[src/rtl/core/ip_reassembly_context_tracker_core_defines.svh]
// Assertion macros shared by the reassembly tracker RTL.
`ifndef IP_REASSEMBLY_CONTEXT_TRACKER_CORE_DEFINES_SVH
`define IP_REASSEMBLY_CONTEXT_TRACKER_CORE_DEFINES_SVH

// Same-cycle implication, checked on clk and disabled while rst is high.
`define IRCT_ASSERT_IMP(lbl, ante, cons) \
  lbl: assert property (@(posedge clk) disable iff (rst) (ante) |-> (cons)) \
    else $error("irct: same-cycle check failed");

// Next-cycle implication, checked on clk and disabled while rst is high.
`define IRCT_ASSERT_NXT(lbl, ante, cons) \
  lbl: assert property (@(posedge clk) disable iff (rst) (ante) |=> (cons)) \
    else $error("irct: next-cycle check failed");

`endif

[src/rtl/core/irct_pkg.sv]
package irct_pkg;

  localparam int CONTEXTS     = 8;
  localparam int IDX_W        = (CONTEXTS > 1) ? $clog2(CONTEXTS) : 1;
  localparam int CNT_W        = IDX_W + 1;
  localparam int MAX_RES      = 8;
  localparam int RES_CNT_W    = 4;
  localparam int CTX_RES_W    = 3;
  localparam int LEN_W        = 17;
  localparam int OFFSET_SHIFT = 3;
  localparam logic [LEN_W-1:0] LEN_MAX = 17'h1FFFF;
  localparam logic [7:0] LIFE_RESET    = 8'd60;

  typedef logic [2:0] action_t;
  localparam action_t ACT_PASS     = 3'd0;
  localparam action_t ACT_DROP_DF  = 3'd1;
  localparam action_t ACT_STORED   = 3'd2;
  localparam action_t ACT_COMPLETE = 3'd3;
  localparam action_t ACT_FULL     = 3'd4;
  localparam action_t ACT_EXPIRED  = 3'd5;

  typedef struct packed {
    logic [31:0] src;
    logic [31:0] dst;
    logic [7:0]  proto;
    logic [15:0] ident;
  } key_t;

  typedef struct packed {
    logic [LEN_W-1:0] bytes;
    logic [LEN_W-1:0] max_end;
    logic             final_seen;
    logic [7:0]       life;
  } ctx_t;

  typedef enum logic [3:0] {
    S_IDLE,
    S_DISPATCH,
    S_KSCAN,
    S_RESOLVE,
    S_UPDATE,
    S_TREAD,
    S_TEVAL,
    S_TDONE,
    S_EMIT
  } state_t;

endpackage

[src/rtl/core/irct_ram.sv]
module irct_ram #(
  parameter int WIDTH = 8,
  parameter int DEPTH = 8,
  localparam int AW = (DEPTH > 1) ? $clog2(DEPTH) : 1
) (
  input  logic             clk,
  input  logic             we,
  input  logic [AW-1:0]    wr_addr,
  input  logic [WIDTH-1:0] wr_data,
  input  logic             re,
  input  logic [AW-1:0]    rd_addr,
  output logic [WIDTH-1:0] rd_data
);

  logic [WIDTH-1:0] mem [DEPTH];

  always_ff @(posedge clk) begin
    if (we) begin
      mem[wr_addr] <= wr_data;
    end
    if (re) begin
      rd_data <= mem[rd_addr];
    end
  end

endmodule

[src/rtl/core/ip_reassembly_context_tracker_core.sv]
// Channel   Direction  Handshake               Payload
// input     in         in_valid / in_stall     mode, key, offset, flags, length, ttl
// output    out        out_valid / out_stall   action, context_res, datagram_len, last
// config    in         cfg_wr_en               cfg_wr_data (initial lifetime)
//
// A plain header (pass or DF drop) skips the key scan; a fragment's key scan
// walks the key memory read port one entry per cycle.
// A tick reads each context in turn and writes back the aged lifetime of each
// live context that is not yet due; it expires up to MAX_RES due contexts.
// Output stalls hold the block only while a finished result still waits.
// rst is synchronous and active high; it frees every context and sets the
// initial lifetime to 60. No clearing pass is needed.
`include "ip_reassembly_context_tracker_core_defines.svh"

module ip_reassembly_context_tracker_core
  import irct_pkg::*;
(
  input  logic                 clk,
  input  logic                 rst,
  input  logic                 cfg_wr_en,
  input  logic [7:0]           cfg_wr_data,
  input  logic                 in_valid,
  output logic                 in_stall,
  input  logic                 mode,
  input  logic [31:0]          src_addr,
  input  logic [31:0]          dst_addr,
  input  logic [7:0]           protocol,
  input  logic [15:0]          ident,
  input  logic [12:0]          frag_offset,
  input  logic                 more_frags,
  input  logic                 dont_frag,
  input  logic [15:0]          payload_len,
  input  logic [7:0]           hop_limit,
  output logic                 out_valid,
  input  logic                 out_stall,
  output logic [2:0]           action,
  output logic [CTX_RES_W-1:0] context_res,
  output logic [LEN_W-1:0]     datagram_len,
  output logic                 last
);

  state_t state, state_next;

  // Latched input item.
  logic        q_mode;
  key_t        q_key;
  logic [12:0] q_offset;
  logic        q_more;
  logic        q_df;
  logic [15:0] q_plen;
  logic [7:0]  q_hop;

  logic [7:0]          init_life;
  logic [CONTEXTS-1:0] slot_valid;

  // Key scan bookkeeping.
  logic [CNT_W-1:0] scan_cnt;
  logic             ev_v;
  logic [IDX_W-1:0] ev_idx;
  logic             hit;
  logic [IDX_W-1:0] hit_idx;
  logic [IDX_W-1:0] slot_idx;
  logic             alloc;

  // Tick walk bookkeeping.
  logic [IDX_W-1:0]     walk_idx;
  logic [RES_CNT_W-1:0] exp_cnt;

  // Result held until the output register can take it.
  action_t              res_action;
  logic [CTX_RES_W-1:0] res_ctx;
  logic [LEN_W-1:0]     res_len;
  logic                 res_pend;

  // Memory ports.
  logic             key_we, key_re, ctx_we, ctx_re;
  logic [IDX_W-1:0] key_raddr, ctx_raddr, ctx_waddr;
  key_t             key_rd;
  ctx_t             ctx_rd, ctx_wdata;

  irct_ram #(.WIDTH($bits(key_t)), .DEPTH(CONTEXTS)) u_key_ram (
    .clk     (clk),
    .we      (key_we),
    .wr_addr (slot_idx),
    .wr_data (q_key),
    .re      (key_re),
    .rd_addr (key_raddr),
    .rd_data (key_rd)
  );

  irct_ram #(.WIDTH($bits(ctx_t)), .DEPTH(CONTEXTS)) u_ctx_ram (
    .clk     (clk),
    .we      (ctx_we),
    .wr_addr (ctx_waddr),
    .wr_data (ctx_wdata),
    .re      (ctx_re),
    .rd_addr (ctx_raddr),
    .rd_data (ctx_rd)
  );

  // The output register can take a new transfer when it is empty or its
  // current transfer completes in this cycle.
  logic out_free;
  assign out_free = !out_valid || !out_stall;

  // A packet is a fragment when it has a nonzero offset or more to come.
  logic is_frag;
  assign is_frag = (q_offset != 13'd0) || q_more;

  // Lowest free slot, found straight from the valid flops.
  logic             any_free;
  logic [IDX_W-1:0] free_idx;
  always_comb begin
    any_free = 1'b0;
    free_idx = '0;
    for (int i = CONTEXTS - 1; i >= 0; i--) begin
      if (!slot_valid[i]) begin
        any_free = 1'b1;
        free_idx = IDX_W'(i);
      end
    end
  end

  logic key_eq;
  assign key_eq = (key_rd == q_key);

  // Fragment update of one context. A fresh allocation starts from empty
  // counters and the configured lifetime; the ttl can only raise it.
  ctx_t             base;
  ctx_t             upd;
  logic [LEN_W-1:0] frag_end;
  logic [LEN_W:0]   byte_sum;
  logic             upd_complete;
  always_comb begin
    if (alloc) begin
      base = '{bytes: '0, max_end: '0, final_seen: 1'b0, life: init_life};
    end else begin
      base = ctx_rd;
    end
    frag_end = LEN_W'({q_offset, {OFFSET_SHIFT{1'b0}}}) + LEN_W'(q_plen);
    byte_sum = (LEN_W + 1)'(base.bytes) + (LEN_W + 1)'(q_plen);
    upd.life = (q_hop > base.life) ? q_hop : base.life;
    upd.bytes = (byte_sum > (LEN_W + 1)'(LEN_MAX)) ? LEN_MAX : byte_sum[LEN_W-1:0];
    upd.max_end = (frag_end > base.max_end) ? frag_end : base.max_end;
    upd.final_seen = base.final_seen || !q_more;
    upd_complete = upd.final_seen && (upd.bytes == upd.max_end);
  end

  // Tick decisions for the context just read.
  logic t_valid, t_expire, t_wait, walk_end;
  assign t_valid  = slot_valid[walk_idx];
  assign t_expire = t_valid && (ctx_rd.life == 8'd0) && (exp_cnt < RES_CNT_W'(MAX_RES));
  assign t_wait   = t_expire && res_pend && !out_free;
  assign walk_end = (walk_idx == IDX_W'(CONTEXTS - 1));

  // The output register takes a new transfer in this cycle.
  logic out_load;
  assign out_load = ((state == S_EMIT) && out_free) ||
                    ((state == S_TEVAL) && t_expire && res_pend && !t_wait);

  // Next state.
  always_comb begin
    state_next = state;
    case (state)
      S_IDLE: begin
        if (in_valid) begin
          state_next = S_DISPATCH;
        end
      end
      S_DISPATCH: begin
        if (q_mode) begin
          state_next = S_TREAD;
        end else if (!is_frag || q_df) begin
          state_next = S_EMIT;
        end else begin
          state_next = S_KSCAN;
        end
      end
      S_KSCAN: begin
        if (ev_v && (ev_idx == IDX_W'(CONTEXTS - 1))) begin
          state_next = S_RESOLVE;
        end
      end
      S_RESOLVE: begin
        if (hit || any_free) begin
          state_next = S_UPDATE;
        end else begin
          state_next = S_EMIT;
        end
      end
      S_UPDATE: state_next = S_EMIT;
      S_TREAD:  state_next = S_TEVAL;
      S_TEVAL: begin
        if (!t_wait) begin
          state_next = walk_end ? S_TDONE : S_TREAD;
        end
      end
      S_TDONE: state_next = res_pend ? S_EMIT : S_IDLE;
      S_EMIT: begin
        if (out_free) begin
          state_next = S_IDLE;
        end
      end
      default: state_next = S_IDLE;
    endcase
  end

  // Control outputs: handshake and memory ports.
  always_comb begin
    in_stall  = 1'b1;
    key_re    = 1'b0;
    key_raddr = scan_cnt[IDX_W-1:0];
    key_we    = 1'b0;
    ctx_re    = 1'b0;
    ctx_raddr = walk_idx;
    ctx_we    = 1'b0;
    ctx_waddr = walk_idx;
    ctx_wdata = ctx_rd;
    case (state)
      S_IDLE: in_stall = 1'b0;
      S_KSCAN: key_re = (scan_cnt < CNT_W'(CONTEXTS));
      S_RESOLVE: begin
        ctx_re    = 1'b1;
        ctx_raddr = hit ? hit_idx : free_idx;
      end
      S_UPDATE: begin
        ctx_we    = 1'b1;
        ctx_waddr = slot_idx;
        ctx_wdata = upd;
        key_we    = alloc;
      end
      S_TREAD: ctx_re = 1'b1;
      S_TEVAL: begin
        // A live context that is not yet due loses one tick of lifetime.
        ctx_we         = t_valid && (ctx_rd.life != 8'd0);
        ctx_wdata.life = ctx_rd.life - 8'd1;
      end
      default: ;
    endcase
  end

  always_ff @(posedge clk) begin
    if (rst) begin
      state      <= S_IDLE;
      init_life  <= LIFE_RESET;
      slot_valid <= '0;
      out_valid  <= 1'b0;
      res_pend   <= 1'b0;
      ev_v       <= 1'b0;
      hit        <= 1'b0;
      exp_cnt    <= '0;
    end else begin
      state <= state_next;
      if (cfg_wr_en) begin
        init_life <= cfg_wr_data;
      end
      if (out_valid && !out_stall && !out_load) begin
        out_valid <= 1'b0;
      end
      case (state)
        S_IDLE: begin
          if (in_valid) begin
            q_mode   <= mode;
            q_key    <= '{src: src_addr, dst: dst_addr, proto: protocol, ident: ident};
            q_offset <= frag_offset;
            q_more   <= more_frags;
            q_df     <= dont_frag;
            q_plen   <= payload_len;
            q_hop    <= hop_limit;
          end
        end
        S_DISPATCH: begin
          scan_cnt <= '0;
          ev_v     <= 1'b0;
          hit      <= 1'b0;
          walk_idx <= '0;
          exp_cnt  <= '0;
          res_pend <= 1'b0;
          res_ctx  <= '0;
          if (!is_frag) begin
            res_action <= ACT_PASS;
            res_len    <= LEN_W'(q_plen);
          end else begin
            res_action <= ACT_DROP_DF;
            res_len    <= '0;
          end
        end
        S_KSCAN: begin
          ev_v     <= key_re;
          ev_idx   <= scan_cnt[IDX_W-1:0];
          scan_cnt <= scan_cnt + CNT_W'(1);
          if (ev_v && slot_valid[ev_idx] && key_eq && !hit) begin
            hit     <= 1'b1;
            hit_idx <= ev_idx;
          end
        end
        S_RESOLVE: begin
          if (hit) begin
            slot_idx <= hit_idx;
            alloc    <= 1'b0;
          end else if (any_free) begin
            slot_idx <= free_idx;
            alloc    <= 1'b1;
          end else begin
            res_action <= ACT_FULL;
            res_ctx    <= '0;
            res_len    <= '0;
          end
        end
        S_UPDATE: begin
          slot_valid[slot_idx] <= !upd_complete;
          res_action <= upd_complete ? ACT_COMPLETE : ACT_STORED;
          res_ctx    <= CTX_RES_W'(slot_idx);
          res_len    <= upd.max_end;
        end
        S_TEVAL: begin
          if (!t_wait) begin
            walk_idx <= walk_idx + IDX_W'(1);
            if (t_expire) begin
              // An earlier expiry goes out now; it cannot be the last one.
              if (res_pend) begin
                out_valid    <= 1'b1;
                action       <= res_action;
                context_res  <= res_ctx;
                datagram_len <= res_len;
                last         <= 1'b0;
              end
              res_action           <= ACT_EXPIRED;
              res_ctx              <= CTX_RES_W'(walk_idx);
              res_len              <= ctx_rd.max_end;
              res_pend             <= 1'b1;
              slot_valid[walk_idx] <= 1'b0;
              exp_cnt              <= exp_cnt + RES_CNT_W'(1);
            end
          end
        end
        S_EMIT: begin
          if (out_free) begin
            out_valid    <= 1'b1;
            action       <= res_action;
            context_res  <= res_ctx;
            datagram_len <= res_len;
            last         <= 1'b1;
            res_pend     <= 1'b0;
          end
        end
        default: ;
      endcase
    end
  end

  `IRCT_ASSERT_NXT(a_accept_leaves_idle, in_valid && !in_stall, state != S_IDLE)
  `IRCT_ASSERT_IMP(a_idle_no_pending, state == S_IDLE, !res_pend)
  `IRCT_ASSERT_IMP(a_expiry_bound, 1'b1, exp_cnt <= RES_CNT_W'(MAX_RES))
  `IRCT_ASSERT_IMP(a_key_write_on_alloc, key_we, state == S_UPDATE && alloc)
  `IRCT_ASSERT_NXT(a_complete_frees, state == S_UPDATE && upd_complete, !slot_valid[slot_idx])

endmodule

[config.mk]
export PLATFORM = sky130hd
export DESIGN_NAME = ip_reassembly_context_tracker_core
export DESIGN_NICKNAME = d
export VERILOG_FILES = /design/src/rtl/core/irct_pkg.sv /design/src/rtl/core/irct_ram.sv /design/src/rtl/core/ip_reassembly_context_tracker_core.sv
export VERILOG_INCLUDE_DIRS = /design/src /design/src/rtl/core
export SDC_FILE = /design/constraint.sdc
export NUM_CORES = 2
export LEC_CHECK = 0
export ABC_AREA = 0
export BUFFER_PORTS_ARGS = -buffer_cell sky130_fd_sc_hd__buf_2
export CAP_MARGIN = 20
export CELL_PAD_IN_SITES_DETAIL_PLACEMENT = 0
export CELL_PAD_IN_SITES_GLOBAL_PLACEMENT = 1
export CORE_UTILIZATION = 51
export CTS_BUF_LIST = sky130_fd_sc_hd__clkbuf_16
export DETAILED_ROUTE_END_ITERATION = 8
export PLACE_DENSITY_LB_ADDON = 0.2
export SYNTH_ARGS = -nofsm -noshare
export SYNTH_HDL_FRONTEND = slang
export SYNTH_SLANG_ARGS = --single-unit
[constraint.sdc]
create_clock -name clk -period 31.3 [get_ports clk]
set_input_delay 6.26 -clock clk [delete_from_list [all_inputs] [get_ports clk]]
set_output_delay 6.26 -clock clk [all_outputs]
set_load 0.02 [all_outputs]
==> results_dict.tcl <==
set metrics [dict create \
    post_cts.repair.setup_buffers 0 \
    die_w_microns 333 \
    yosys-top-cells-count "1371 x edfxtp_1, 266 x mux4_2, 135 x mux2_2" \
    combinationalPowerShare 0.168 \
    dr.first_iter.drc_count 2169 \
    initial_utilization 0.514 \
    grt_max_degree 75 \
    drive_above_1_share 0.264 \
    ys_seq_elements 1399 \
    cp-start-kind "flip-flop" \
    startpoint "state[1]" \
    power_frac_seq 0.490 \
    period_minus_slack_ps 8280 \
    vias 27600 \
    required_ps 25040 \
    io_buffers 166 \
    hold_violations 0 \
    cp.arrival_ps 2020 \
    cts-resized-gates 0 \
    clkSlewWorstSetupHoldPaths_ps 60 \
    synth-main-ff-cell "edfxtp_1" \
    fmax_mhz 121 \
    cts_made_buffers 144 \
    ir_drop_mv 0.0578 \
    netlist_instances 2844 \
    drv_cap 0 \
    dp_hpwl_microns 73100 \
    cts_tree "yes" \
    clk-insertion-delay-late_ps 750 \
    routed_wl_microns 127000 \
    dieArea_sq_um 111000 \
    async_reset_ff_frac 0 \
    switchingPower_uw 1250 \
    yosysTopAreaCellShare 0.737 \
    rr_startpoint "q_offset[1]" \
    ys_top_cells_by_area "edfxtp_1 74%, mux4_2 11%, mux2_2 2.7%" \
    coreArea_sq_um 109000 \
    seq_area_frac_synth 0.747 \
    routedWlPerCell_microns 27.5 \
    final_antenna_net_count 0 \
    cp_cell_sequence "nor2_1 > nand2_1 > buf_2" \
    min_path_type "reg2reg" \
    grt_pass1_vias 29200 \
    nNetsFinal 3291 \
    area_growth_pct 12.9 \
    crit_fanout 19 \
    cpLargestDelayFamily "flip-flops" \
    internal-power_uw 3540 \
    synth_edf_count 1371 \
    row_count 121 \
    powerDensity_nw_per_um2 76.0 \
    grt.total_usage 0.233 \
    crit_slowest_cell "dfxtp_1" \
    setup_viol 0 \
    end_kind "output pin" \
    firstDrtPassIters 6 \
    tns_ps 0 \
    worstSetupPathType "reg2out" \
    timing.rr.end "slot_valid[3]" \
    antenna_found_initial 0 \
    ioPinCount 167 \
    die_h_microns 333 \
    clock-root-buffer "clkbuf_16" \
    cp.depth 3 \
    slowest_delay_ps 760 \
    cts_buffer_depth 3 \
    syn_area_per_cell_sq_um 19.6 \
    post-route-util 0.580 \
    switching_share 0.260 \
    tightest_slew_ps 1000 \
    synth_most_common_cell "edfxtp_1" \
    htree_levels 4 \
    yosys_warnings 0 \
    crit_path_end "in_stall" \
    finalWeightedCongestion 0.851 \
    p_leak_uw 0.0207 \
    synth.largest_area_cell "edfxtp_1" \
    cts_sinks 1399 \
    grt_setup_unrepaired "false" \
    syn-num-nets 3046 \
    reg2reg_slack_ps 25010 \
    diodes 0 \
    status "finished, final reports clean" \
    r2r_cells 18 \
    slew_viol_final 0 \
    grt_pass1_wl_microns 189000 \
    yosysUniqueCellTypes 74 \
    skew_ps 33.7 \
    timing.slew.headroom 0.331 \
    grt_overflow 0 \
    syn_area_sq_um 55800 \
    ctsHoldBuffers 0 \
    clkPwrFrac 0.342 \
    fin_crit_sh 0.265 \
    post-route-drc-count 0 \
    path_buf_inv 1 \
    vias_per_cell 5.98 \
]
==> cell families after synthesis <==
| kind of cell | Yosys count | share of synthesized area |
|---|---|---|
| AOI/OAI and AO/OA | 289 | 0.0350 |
| xor gates and xnor gates | 103 | 0.0162 |
| and+or+nand+nor | 391 | 0.0356 |
| DFF | 1399 | 0.747 |
| adders and majority gates | 61 | 0.0139 |
| buffers and inverters | 170 | 0.0120 |
| muxes | 431 | 0.140 |
==> flip-flops by register name (all words and copies together) (netlist names), 4 cells and up <==
name,count
u_key_ram.mem,704
u_ctx_ram.mem,344
q_key,88
u_key_ram.rd_data,88
u_ctx_ram.rd_data,43
datagram_len,17
res_len,17
q_plen,16
q_offset,13
init_life,8
q_hop,8
slot_valid,8
exp_cnt,4
scan_cnt,4
state,4
==> final cells by class <==
type	count	area, sq um
flip-flops and latches	1399	41700
inverters	51	191
clock inverters	109	831
well taps	1414	1770
clock buffers	147	3680
repair buffers	218	1240
multi-input cells	1275	13600
fillers	8040	45700
==> power by group through the flow <==
stage | clock network (uW) | logic (uW) | registers [uW]
3_5_place_dp | 0 | 813 | 2380
2_1_floorplan | 0 | 597 | 2350
6_report | 1640 | 804 | 2350
3_3_place_gp | 0 | 799 | 2380
4_1_cts | 1670 | 818 | 2350
5_1_grt | 1740 | 877 | 2360
==> worst min path at each step <==
stage	endpoint	from	slack (ps)	cells after the start
3_5_place_dp	datagram_len[14]	res_len[14]	410	0
4_1_cts	datagram_len[15]	res_len[15]	430	0
5_1_grt	datagram_len[15]	res_len[15]	440	0
6_report	datagram_len[16]	res_len[16]	430	0
2_1_floorplan	action[0]	res_action[0]	400	0
3_3_place_gp	datagram_len[14]	res_len[14]	400	0
==> layout by cell type (no fill, tap or decap), types with 55 or more instances in the layout <==
master     count
clkbuf_16    147
o21ai_0       64
nor2_1        92
mux2_2       134
edfxtp_1    1371
ha_1          59
inv_1         88
nand2_1       83
a21oi_1       65
buf_2        167
mux4_2       266
xor2_1        55
==> layer usage <==
layer / wire, microns / GRT usage / share of wire
met1: 52800 / 0.310 / 0.42
met2: 64500 / 0.393 / 0.51
met3: 6960 / 0.0424 / 0.055
met4: 2820 / 0.0659 / 0.022
met5: 0 / 0 / 0
==> per-stage QoR <==
stage,power [uW],hold slack (ps),setup WS (ps),area [sq um],std cells
floorplan,2950,400,14560,55800,2844
global placement,3180,404,22510,58500,4353
detailed placement,3200,413,22480,58500,4355
CTS,4840,432,22970,63000,4611
global route,4970,439,22860,63100,4613
finish,4790,431,23020,63100,4613
(Power assumes the default switching activity.)
